==> config.mk <==
export PLATFORM = sky130hd
export DESIGN_NAME = dns_name_syntax_checker_top_flat
export DESIGN_NICKNAME = d
export VERILOG_FILES = /design/src/rtl/dnsc_pkg.sv /design/src/rtl/dnsc_in_if.sv /design/src/rtl/dnsc_out_if.sv /design/src/rtl/dnsc_state.sv /design/src/rtl/dns_name_syntax_checker_top.sv /design/src/flat_wrapper.sv
export SDC_FILE = /design/constraint.sdc
export NUM_CORES = 1
export LEC_CHECK = 0
export BUFFER_PORTS_ARGS = -buffer_cell sky130_fd_sc_hd__buf_2
export CAP_MARGIN = 30
export CORE_MARGIN = 2
export CORE_UTILIZATION = 65
export CTS_BUF_LIST = sky130_fd_sc_hd__clkbuf_8
export CTS_CLUSTER_SIZE = 14
export DETAILED_ROUTE_END_ITERATION = 12
export PLACE_DENSITY_LB_ADDON = 0.25
export RECOVER_POWER = 100
export SYNTH_ARGS = -nofsm -noshare
export SYNTH_HDL_FRONTEND = slang
export SYNTH_SLANG_ARGS = --single-unit
export TNS_END_PERCENT = 50
==> constraint.sdc <==
create_clock -name clk -period 5.3 [get_ports clk]
set_input_delay 0.53 -clock clk [delete_from_list [all_inputs] [get_ports clk]]
set_output_delay 0.53 -clock clk [all_outputs]
set_load 0.02 [all_outputs]
==> src/rtl/dnsc_pkg.sv <==
// ----------------------------------------------------------------------------
// dnsc_pkg: shared types and constants of the dns name syntax checker
// widths, character codes, check kinds and the per-name state record
// ----------------------------------------------------------------------------
package dnsc_pkg;

  localparam int CHAR_W      = 8;
  localparam int NAME_LEN_W  = 9;
  localparam int LABEL_LEN_W = 7;

  localparam int DEF_MAX_NAME_LENGTH  = 253;
  localparam int DEF_MAX_LABEL_LENGTH = 63;

  localparam logic [CHAR_W-1:0] CH_HYPHEN = 8'h2d;
  localparam logic [CHAR_W-1:0] CH_DOT    = 8'h2e;

  localparam logic [NAME_LEN_W-1:0] NAME_LEN_CAP = '1;

  typedef enum logic {
    KIND_DOMAIN = 1'b0,
    KIND_LABEL  = 1'b1
  } check_kind_t;

  typedef struct packed {
    logic [CHAR_W-1:0] char_code;
    logic              last_byte;
    logic              empty_string;
  } char_item_t;

  typedef struct packed {
    logic [NAME_LEN_W-1:0]  name_length;
    logic [LABEL_LEN_W-1:0] label_length;
    logic                   previous_was_hyphen;
    logic                   failed;
  } name_state_t;

  function automatic logic is_alnum(input logic [CHAR_W-1:0] c);
    return (c >= 8'h30 && c <= 8'h39) || (c >= 8'h41 && c <= 8'h5a) ||
           (c >= 8'h61 && c <= 8'h7a);
  endfunction

endpackage

==> src/rtl/dnsc_in_if.sv <==
// ----------------------------------------------------------------------------
// dnsc_in_if: byte channel of the name checker
// valid/ready handshake carrying one byte of a name per item
// ----------------------------------------------------------------------------
interface dnsc_in_if;
  logic                      valid;
  logic                      ready;
  logic [dnsc_pkg::CHAR_W-1:0] char_code;
  logic                      last_byte;
  logic                      empty_string;

  modport source (output valid, output char_code, output last_byte,
                  output empty_string, input ready);
  modport sink   (input valid, input char_code, input last_byte,
                  input empty_string, output ready);
endinterface

==> src/rtl/dnsc_out_if.sv <==
// ----------------------------------------------------------------------------
// dnsc_out_if: verdict channel of the name checker
// valid/ready handshake carrying one verdict per item
// ----------------------------------------------------------------------------
interface dnsc_out_if;
  logic valid;
  logic ready;
  logic verdict;

  modport source (output valid, output verdict, input ready);
  modport sink   (input valid, input verdict, output ready);
endinterface

==> src/rtl/dnsc_state.sv <==
// ----------------------------------------------------------------------------
// dnsc_state: per-name rule tracking
// holds the name state, folds in one byte per step and judges the name end
// ----------------------------------------------------------------------------
module dnsc_state #(
  parameter int MAX_NAME_LENGTH  = dnsc_pkg::DEF_MAX_NAME_LENGTH,
  parameter int MAX_LABEL_LENGTH = dnsc_pkg::DEF_MAX_LABEL_LENGTH
) (
  input  logic                  clk,
  input  logic                  rst,
  input  logic                  step,
  input  dnsc_pkg::char_item_t  item,
  input  dnsc_pkg::check_kind_t kind,
  output logic                  verdict
);

  localparam logic [dnsc_pkg::NAME_LEN_W-1:0] NAME_MAX =
    dnsc_pkg::NAME_LEN_W'(MAX_NAME_LENGTH);
  localparam logic [dnsc_pkg::NAME_LEN_W-1:0] LABEL_MAX_N =
    dnsc_pkg::NAME_LEN_W'(MAX_LABEL_LENGTH);
  localparam logic [dnsc_pkg::LABEL_LEN_W-1:0] LABEL_MAX =
    dnsc_pkg::LABEL_LEN_W'(MAX_LABEL_LENGTH);

  dnsc_pkg::name_state_t st;
  dnsc_pkg::name_state_t st_upd;
  dnsc_pkg::name_state_t st_next;

  logic alnum;
  logic hyphen;
  logic dot;

  assign alnum  = dnsc_pkg::is_alnum(item.char_code);
  assign hyphen = (item.char_code == dnsc_pkg::CH_HYPHEN);
  assign dot    = (item.char_code == dnsc_pkg::CH_DOT);

  // fold the byte into the state
  always_comb begin
    st_upd = st;
    if (!item.empty_string) begin
      unique case (kind)
        dnsc_pkg::KIND_LABEL: begin
          if (!alnum && !hyphen) st_upd.failed = 1'b1;
          if (st.name_length == '0 && !alnum) st_upd.failed = 1'b1;
          st_upd.previous_was_hyphen = !alnum;
          if (st.name_length != dnsc_pkg::NAME_LEN_CAP)
            st_upd.name_length = st.name_length + 1'b1;
        end
        dnsc_pkg::KIND_DOMAIN: begin
          // a dot in the final byte is the stripped trailing dot
          if (!(item.last_byte && dot)) begin
            if (dot) begin
              if (st.label_length == '0 || st.previous_was_hyphen) st_upd.failed = 1'b1;
              st_upd.label_length        = '0;
              st_upd.previous_was_hyphen = 1'b0;
            end else if (alnum || hyphen) begin
              if (hyphen && st.label_length == '0) st_upd.failed = 1'b1;
              if (st.label_length >= LABEL_MAX) st_upd.failed = 1'b1;
              else st_upd.label_length = st.label_length + 1'b1;
              st_upd.previous_was_hyphen = hyphen;
            end else begin
              st_upd.failed              = 1'b1;
              st_upd.previous_was_hyphen = 1'b0;
            end
            if (st.name_length != dnsc_pkg::NAME_LEN_CAP)
              st_upd.name_length = st.name_length + 1'b1;
          end
        end
        default: st_upd = st;
      endcase
    end
  end

  // judge the name as it stands after this byte
  always_comb begin
    unique case (kind)
      dnsc_pkg::KIND_LABEL:
        verdict = (st_upd.name_length == '0) ? st_upd.failed :
                  (st_upd.failed || st_upd.previous_was_hyphen ||
                   st_upd.name_length > LABEL_MAX_N);
      dnsc_pkg::KIND_DOMAIN:
        verdict = st_upd.failed || st_upd.label_length == '0 ||
                  st_upd.previous_was_hyphen || st_upd.name_length == '0 ||
                  st_upd.name_length > NAME_MAX;
      default: verdict = 1'b1;
    endcase
  end

  always_comb begin
    st_next = st;
    if (step) begin
      if (item.last_byte) st_next = '0;
      else st_next = st_upd;
    end
  end

  always_ff @(posedge clk) begin
    if (rst) begin
      st <= '0;
    end else begin
      st <= st_next;
    end
  end

endmodule

==> src/rtl/dns_name_syntax_checker_top.sv <==
// ----------------------------------------------------------------------------
// dns_name_syntax_checker_top: hostname / label syntax checker
// streams a name in byte by byte and returns one valid/invalid verdict
// ----------------------------------------------------------------------------
// Bytes of a name arrive on chars, one per item, and the item that carries
// last_byte produces one verdict on verdicts (0 valid, 1 invalid); other
// items produce nothing. The block takes one byte every clock: a byte is
// registered, folded into the name state and, on the last byte, judged, and
// the verdict is held in the output register and offered there until it is
// taken. The output register lets the next name stream in while a verdict
// waits to be taken; only a last byte waits in the input register while an
// earlier verdict is still untaken, and that holds off the byte behind it.
// check_kind selects dotted domain checking (0) or single-label checking
// (1); write it only while no name is in flight.
module dns_name_syntax_checker_top #(
  parameter int MAX_NAME_LENGTH  = dnsc_pkg::DEF_MAX_NAME_LENGTH,
  parameter int MAX_LABEL_LENGTH = dnsc_pkg::DEF_MAX_LABEL_LENGTH
) (
  input  logic         clk,
  input  logic         rst,
  input  logic         cfg_we,
  input  logic         cfg_wdata,
  dnsc_in_if.sink      chars,
  dnsc_out_if.source   verdicts
);

  // mode register
  dnsc_pkg::check_kind_t kind;

  always_ff @(posedge clk) begin
    if (rst) begin
      kind <= dnsc_pkg::KIND_DOMAIN;
    end else if (cfg_we) begin
      kind <= dnsc_pkg::check_kind_t'(cfg_wdata);
    end
  end

  // input register
  logic                 s1_valid;
  dnsc_pkg::char_item_t s1_item;
  logic                 advance;
  logic                 step_verdict;

  // result register
  logic out_valid;
  logic out_verdict;

  // a byte without a verdict always moves on; a last byte needs a free slot
  assign advance     = s1_valid &&
                       (!s1_item.last_byte || !out_valid || verdicts.ready);
  assign chars.ready = !s1_valid || advance;

  always_ff @(posedge clk) begin
    if (rst) begin
      s1_valid <= 1'b0;
    end else if (chars.ready) begin
      s1_valid <= chars.valid;
    end
  end

  always_ff @(posedge clk) begin
    if (chars.valid && chars.ready) begin
      s1_item.char_code    <= chars.char_code;
      s1_item.last_byte    <= chars.last_byte;
      s1_item.empty_string <= chars.empty_string;
    end
  end

  // rule tracking for the byte in the input register
  dnsc_state #(
    .MAX_NAME_LENGTH  (MAX_NAME_LENGTH),
    .MAX_LABEL_LENGTH (MAX_LABEL_LENGTH)
  ) u_state (
    .clk     (clk),
    .rst     (rst),
    .step    (advance),
    .item    (s1_item),
    .kind    (kind),
    .verdict (step_verdict)
  );

  // verdict holding register
  always_ff @(posedge clk) begin
    if (rst) begin
      out_valid <= 1'b0;
    end else if (advance && s1_item.last_byte) begin
      out_valid <= 1'b1;
    end else if (verdicts.ready) begin
      out_valid <= 1'b0;
    end
  end

  always_ff @(posedge clk) begin
    if (advance && s1_item.last_byte) begin
      out_verdict <= step_verdict;
    end
  end

  assign verdicts.valid   = out_valid;
  assign verdicts.verdict = out_verdict;

endmodule
==> src/flat_wrapper.sv <==
// flat-port wrapper written by rule: the top's interface ports become plain ports
module dns_name_syntax_checker_top_flat 
#(
  parameter int MAX_NAME_LENGTH  = dnsc_pkg::DEF_MAX_NAME_LENGTH,
  parameter int MAX_LABEL_LENGTH = dnsc_pkg::DEF_MAX_LABEL_LENGTH
)
  (clk, rst, cfg_we, cfg_wdata, chars_valid, chars_char_code, chars_last_byte, chars_empty_string, chars_ready, verdicts_valid, verdicts_verdict, verdicts_ready);
  dnsc_in_if chars_i ();
  dnsc_out_if verdicts_i ();
  input  logic clk;
  input  logic rst;
  input  logic cfg_we;
  input  logic cfg_wdata;
  input wire logic [$bits(chars_i.valid)-1:0] chars_valid;
  input wire logic [$bits(chars_i.char_code)-1:0] chars_char_code;
  input wire logic [$bits(chars_i.last_byte)-1:0] chars_last_byte;
  input wire logic [$bits(chars_i.empty_string)-1:0] chars_empty_string;
  output wire logic [$bits(chars_i.ready)-1:0] chars_ready;
  output wire logic [$bits(verdicts_i.valid)-1:0] verdicts_valid;
  output wire logic [$bits(verdicts_i.verdict)-1:0] verdicts_verdict;
  input wire logic [$bits(verdicts_i.ready)-1:0] verdicts_ready;
  assign chars_i.valid = chars_valid;
  assign chars_i.char_code = chars_char_code;
  assign chars_i.last_byte = chars_last_byte;
  assign chars_i.empty_string = chars_empty_string;
  assign chars_ready = chars_i.ready;
  assign verdicts_valid = verdicts_i.valid;
  assign verdicts_verdict = verdicts_i.verdict;
  assign verdicts_i.ready = verdicts_ready;
  dns_name_syntax_checker_top #(.MAX_NAME_LENGTH(MAX_NAME_LENGTH), .MAX_LABEL_LENGTH(MAX_LABEL_LENGTH)) u_core (.clk(clk), .rst(rst), .cfg_we(cfg_we), .cfg_wdata(cfg_wdata), .chars(chars_i), .verdicts(verdicts_i));
endmodule
==> flow_summary.yaml, run 1 <==
yosys:
  ys_ff_latch: 32
  avgSynthCellArea_um2: 8.587
  synthXorXnorAreaFrac_pct: 0.8226
  synth_ff_type: "dfxtp_1"
  yosys.area_share.simple_pct: 28.97
  synth_commonest_cells: "nor2_1 (26), dfxtp_1 (21), nand2_1 (19)"
  netlist_instances: 248
  yosysSeqAreaShare_pct: 35.25
  ys_warn_count: 0
  netlist_area_mm2: 0.002130
  yosysMostFrequentCell: "nor2_1"
  synth-compound-area-share_pct: 25.03
  ys_types: 65
  synth_area_leaders: "dfxtp_1 (20%), edfxtp_1 (16%), nor2_1 (4.6%), a21oi_1 (4.0%), nand2_1 (3.3%)"
  synthMuxAreaShare_pct: 1.704
  synth_edf_count: 11
  async_flop_share_pct: 0
  synth_top_family_by_area: "simple AND/OR/NAND/NOR gates"
  yosys.area.top_type_share_pct: 19.74
  synth_top_cell_by_area: "dfxtp_1"
  syn-num-nets: 268
  synth-adder-area-share_pct: 2.350
drt:
  via_per_inst: 6.548
  routed_wl_um: 5076
  drc: 0
  vias: 1997
  drt_iter0_markers: 226
  antenna_left: 0
  first_pass_iters: 5
  wire_per_inst_um: 16.64
power_and_ir_drop:
  powerDensity_mw_per_mm2: 230.4
  peakVddDrop_uv: 204.3
  leakage_uw: 0.0008251
timing:
  period_needed_ns: 3.552
  hold_viol: 0
  relSlewSlack_pct: 37.21
  rsz0062_at_grt: "no"
  worstMarginPinSlew_ns: 0.9375
  fin_skew_ns: 0.005419
  tns_ns: 0
  drv_slew: 0
  setup_viol: 0
  fin_crit_sh_pct: 67.01
  fmax_mhz: 281.6
place:
  port_buffers: 18
  hpwl_um: 3640
  gp_congestion: 0.9922
  dp_cells: 297
clock_tree:
  numClockSinks: 32
  htreeDepth: 2
  cts-resized-gates: 0
  cts_buffer_depth: 2
  cts_made_buffers: 5
  post_cts_buffers: 0
  clk_latency_ns: 0.29
  cts-hold-fix-buffers: 0
  root_buffer: "clkbuf_8"
  tritoncts: "yes"
  cts.clk_slew.worst_paths_ns: 0.07
grt:
  grt_first_pass_wirelength_um: 8176
  grt-ovfl-total: 0
  grt_pass1_vias: 1743
  antenna_found_initial: 0
  grt_max_degree: 22
  track_usage_pct: 29.61
die:
  core_mm2: 0.003078
  die_h_um: 61.24
  die_area_mm2: 0.003750
  die_x_um: 61.24
  ios: 19
  placementRows: 20
  start_util_pct: 69.19
layout:
  n_fill_cell: 235
  area_growth_pct: 6.404
  diodes: 0
  fin_cells: 305
  drive_gt1_share_pct: 12.64
  num-nets-final: 280
setup_path:
  crit_type: "reg -> reg"
  cp-end-kind: "register"
  required_ns: 5.34
  cp_max_fo: 21
  start_kind: "register"
  reg2reg_slack_ns: 1.75
  critPathArrivalTime_ns: 3.59
run_status:
  outcome: "finished clean"
hold_path:
  min_path_type: "in -> reg"
job:
  maxCapViolations: 0
placed cells by master (no fill, tap or decap), drive strengths merged, types with 8 or more instances in the layout:
cell type and n:
nor2 27, dfxtp 21, nand2 19, a21oi 17, buf 15, inv 13
edfxtp 11, nand3 10, o21ai 10, clkbuf 10, and3 8
worst paths after layout:
check,start,end,cells after the start
setup reg to reg,u_core.s1_item[1]$_DFFE_PP_,u_core.verdicts.verdict$_DFFE_PP_,7
hold / removal,chars_char_code[6],u_core.s1_item[8]$_DFFE_PP_,1
hold reg to reg,u_core.u_state.st[0]$_SDFFE_PP0P_,u_core.u_state.st[0]$_SDFFE_PP0P_,1
setup / recovery,u_core.s1_item[1]$_DFFE_PP_,u_core.verdicts.verdict$_DFFE_PP_,7
worst max-delay path, cell delays in order, from the launching register on:
cell      delay, ns
edfxtp_1       0.68
and2b_1        0.31
a31oi_1        0.64
nand4_2        0.17
mux2_1         0.40
o41ai_1        0.57
nand4_1        0.16
a221o_1        0.36
where the power goes:
part	leakage, uW	switching, uW	internal (uW)	total, uW
clock	0.0000557	87.6	116	204
combinational	0.000494	27.5	19.2	46.7
sequential	0.000275	10.2	261	271
total	0.000825	125	397	522
sequential cells by signal, indices dropped and copies added, names as in the netlist:
| signal | flops |
|---|---|
| u_core.s1_valid | 1 |
| u_core.s1_item | 10 |
| u_core.verdicts.verdict | 1 |
| u_core.u_state.st | 18 |
| u_core.verdicts.valid | 1 |
| u_core.kind | 1 |
layout make-up:
class | instances | area, um2 | share of cell area (%)
timing repair buffer | 18 | 86.33 | 3.810
clock inverter | 1 | 3.754 | 0.1657
clock buffer | 7 | 96.34 | 4.252
multi-input combinational | 191 | 1229 | 54.22
tap | 44 | 55.05 | 2.430
sequential | 32 | 750.7 | 33.13
inverter | 12 | 45.04 | 1.988
stage by stage:
stage          area [um2]  hold slack, ns  util [%]  worst slack (ns)  total power (uW)
2_1_floorplan        2130          0.4665         -             2.406             308.9
3_3_place_gp         2195          0.5088     71.30             2.227             321.2
3_5_place_dp         2195          0.4960     71.30             2.188             323.2
4_1_cts              2295          0.4141     74.55             2.170             524.1
5_1_grt              2266          0.4081     73.62             1.646             538.4
6_report             2266          0.4189     73.62             1.748             522.0
routing by layer:
metal  track usage, %  vias up  part of all wire (%)
met1            42.57      914                    47
met2            43.62       92                    43
met5                0        -                     0
li1                 -      974                     -
met4            9.938        0                   2.0
met3            7.353       17                   7.7
kinds of logic (layout without fill, tap and decap cells):
group,count (synthesis),count (layout)
xor gates and xnor gates,2,2
and+or+nand+nor,108,108
DFF,32,32
adders and majority gates,4,4
AOI/OAI and AO/OA,74,74
muxes,3,3
buffers and inverters,25,38
Power figures use the tool's default switching activity.
==> run 2: changes to the inputs <==
Settings changed: ABC_AREA from default to 1, CORE_UTILIZATION 65 to 56.
Clock period 5.3 ns to 3.1 ns, I/O delays scaled along.
==> run 2 against run 1 <==
Register-to-register slack got worse by 0.91 ns. Critical path depth up 7. Fmax up 57%. Highest routed layer unchanged. Core utilization down 8.8 points. Die area is 20% higher.
==> flow_summary.yaml, run 2 <==
drt:
  via_per_inst: 5.413
  antenna_left: 0
  routed_wl_um: 4944
  wire_per_inst_um: 12.30
  first_pass_iters: 5
  vias: 2176
  drc: 0
  drt_iter0_markers: 181
yosys:
  netlist_instances: 336
  synth_area_leaders: "dfxtp_1 (19%), nand2_1 (19%), edfxtp_1 (15%), inv_1 (6.9%), nand3_1 (6.3%)"
  async_flop_share_pct: 0
  synth_ff_type: "dfxtp_1"
  ys_warn_count: 0
  ys_ff_latch: 32
  ys_types: 36
  synth_commonest_cells: "nand2_1 (111), inv_1 (41), nand3_1 (28)"
  synth_top_cell_by_area: "dfxtp_1"
  yosysMostFrequentCell: "nand2_1"
  avgSynthCellArea_um2: 6.606
  synth_edf_count: 11
  netlist_area_mm2: 0.002220
  yosysSeqAreaShare_pct: 33.82
  yosys.area.top_type_share_pct: 18.94
  syn-num-nets: 356
timing:
  setup_viol: 0
  fin_hold_ws_ns: 0.2020
  fin_crit_sh_pct: 72.80
  hold_viol: 0
  fmax_mhz: 443.1
  period_needed_ns: 2.257
  tns_ns: 0
  worstMarginPinSlew_ns: 0.7623
  drv_slew: 0
  fin_skew_ns: 0.008268
  relSlewSlack_pct: 49.18
  rsz0062_at_grt: "no"
clock_tree:
  clk_latency_ns: 0.29
  htreeDepth: 2
  root_buffer: "clkbuf_8"
  cts_made_buffers: 5
  tritoncts: "yes"
  cts-resized-gates: 0
  cts-hold-fix-buffers: 0
  cts_buffer_depth: 2
  numClockSinks: 32
  post_cts_buffers: 0
  cts.clk_slew.worst_paths_ns: 0.07
place:
  port_buffers: 18
  hpwl_um: 3729
  gp_congestion: 0.9040
power_and_ir_drop:
  power_frac_comb_pct: 10.9
  p_sw_share_pct: 25.52
  peakVddDrop_uv: 365.3
  leakage_uw: 0.001078
  powerDensity_mw_per_mm2: 398.9
  p_switching_uw: 246.8
  p_int_uw: 720.4
  p_clk_share_pct: 41.5
  power.total_uw: 967.2
  p_seq_share_pct: 47.6
grt:
  track_usage_pct: 24.13
  grt_first_pass_wirelength_um: 8148
  antenna_found_initial: 0
  grt_pass1_vias: 1866
  grt-ovfl-total: 0
  grt_max_degree: 20
setup_path:
  crit_type: "reg -> reg"
  cp_max_fo: 7
  required_ns: 3.14
  cp-end-kind: "register"
  start_kind: "register"
  critPathArrivalTime_ns: 2.30
layout:
  mostFrequentLayoutCells: "nand2_1 (111), inv_1 (41), nand3_1 (29), nor2_1 (27), a21oi_1 (24)"
  largest-register: "u_core.u_state.st"
  area_growth_pct: 9.245
  layout_commonest_cell: "nand2_1"
  diodes: 0
  drive_gt1_share_pct: 14.41
  top_regs: "u_core.u_state.st x18, u_core.s1_item x10"
  largest_reg_flops: 18
  num-nets-final: 373
  utilization_pct: 64.77
die:
  die_area_mm2: 0.004483
  die_h_um: 66.96
  ios: 19
  placementRows: 22
  core_mm2: 0.003744
  die_x_um: 66.96
  start_util_pct: 59.29
run_status:
  outcome: "finished clean"
hold_path:
  min_path_type: "in -> reg"
job:
  maxCapViolations: 0
-- run 2: cell types whose count changed after synthesis, sizes merged, moves of 8 or more --
| cell | before | now |
|---|---|---|
| nand2 | 19 | 118 |
| inv | 12 | 46 |
| a21oi | 17 | 25 |
| nand3 | 10 | 33 |
| and3 | 8 | 0 |
-- run 2: worst max-delay path, stage by stage, from the launching register on --
cell and delay, ns:
dfxtp_1 0.49, ha_1 0.26, nand3_1 0.12, nand2_1 0.10, nand3_1 0.12, nand2_1 0.17, inv_1 0.12, nand3_1 0.10
nand2_1 0.05, a21oi_1 0.18, nor2_1 0.07, nand3_1 0.08, nand2_1 0.06, nand2_1 0.05, nand2_1 0.05
-- run 2: routing by layer --
layer  global-route usage (%)  vias to the layer above  part of all wire, %
met1                    31.92                      956                   46
met3                    7.601                        6                  8.1
met2                    37.88                       98                   46
met4                    6.633                        0                 0.81
met5                        0                        -                    0
li1                         -                     1116                    -
-- run 2: logic make-up (layout without fill, tap and decap cells) --
logic type / count (synthesis) / after routing / share of synthesized area (%)
AO/OA/AOI/OAI: 37 / 37 / 9.188
XOR/XNOR: 1 / 1 / 0.3947
adder cells (fa/ha/maj): 4 / 4 / 2.255
buffers and inverters: 57 / 75 / 10.48
flip-flops: 32 / 32 / 33.82
AND/OR/NAND/NOR: 205 / 205 / 43.86
-- run 2: through the flow --
step,setup slack [ns],std cells,instance area (um2)
2_1_floorplan,1.269,336,2220
3_3_place_gp,0.9635,394,2326
3_5_place_dp,0.9354,394,2326
4_1_cts,0.9200,402,2437
5_1_grt,0.6286,402,2425
6_report,0.8431,402,2425
-- run 2: worst paths after layout --
path / start / endpoint / slack (ns) / depth (start not counted)
max: u_core.u_state.st[3]$_SDFFE_PP0P_ / u_core.verdicts.verdict$_DFFE_PP_ / 0.84 / 14
min: chars_char_code[6] / u_core.s1_item[8]$_DFFE_PP_ / 0.20 / 1
max reg2reg: u_core.u_state.st[3]$_SDFFE_PP0P_ / u_core.verdicts.verdict$_DFFE_PP_ / 0.84 / 14
min reg2reg: u_core.u_state.st[10]$_SDFFE_PP0P_ / u_core.u_state.st[10]$_SDFFE_PP0P_ / 0.51 / 2
-- run 2: area by class of cell --
class,count,area (um2)
Timing Repair Buffer,19,90.09
Clock buffer,5,68.82
Inverter,48,181.4
Clock inverter,3,42.54
Multi-Input combinational cell,247,1231
Sequential cell,32,750.7
Tap cell,48,60.06
Fill cell,355,1319
-- run 2: power groups by stage --
stage          registers, uW  logic [uW]  clock network, uW
6_report                 460         106                401
5_1_grt                  461         120                420
4_1_cts                  460         105                402
3_5_place_dp             469         105                  0
3_3_place_gp             469         104                  0
2_1_floorplan            467        76.9                  0
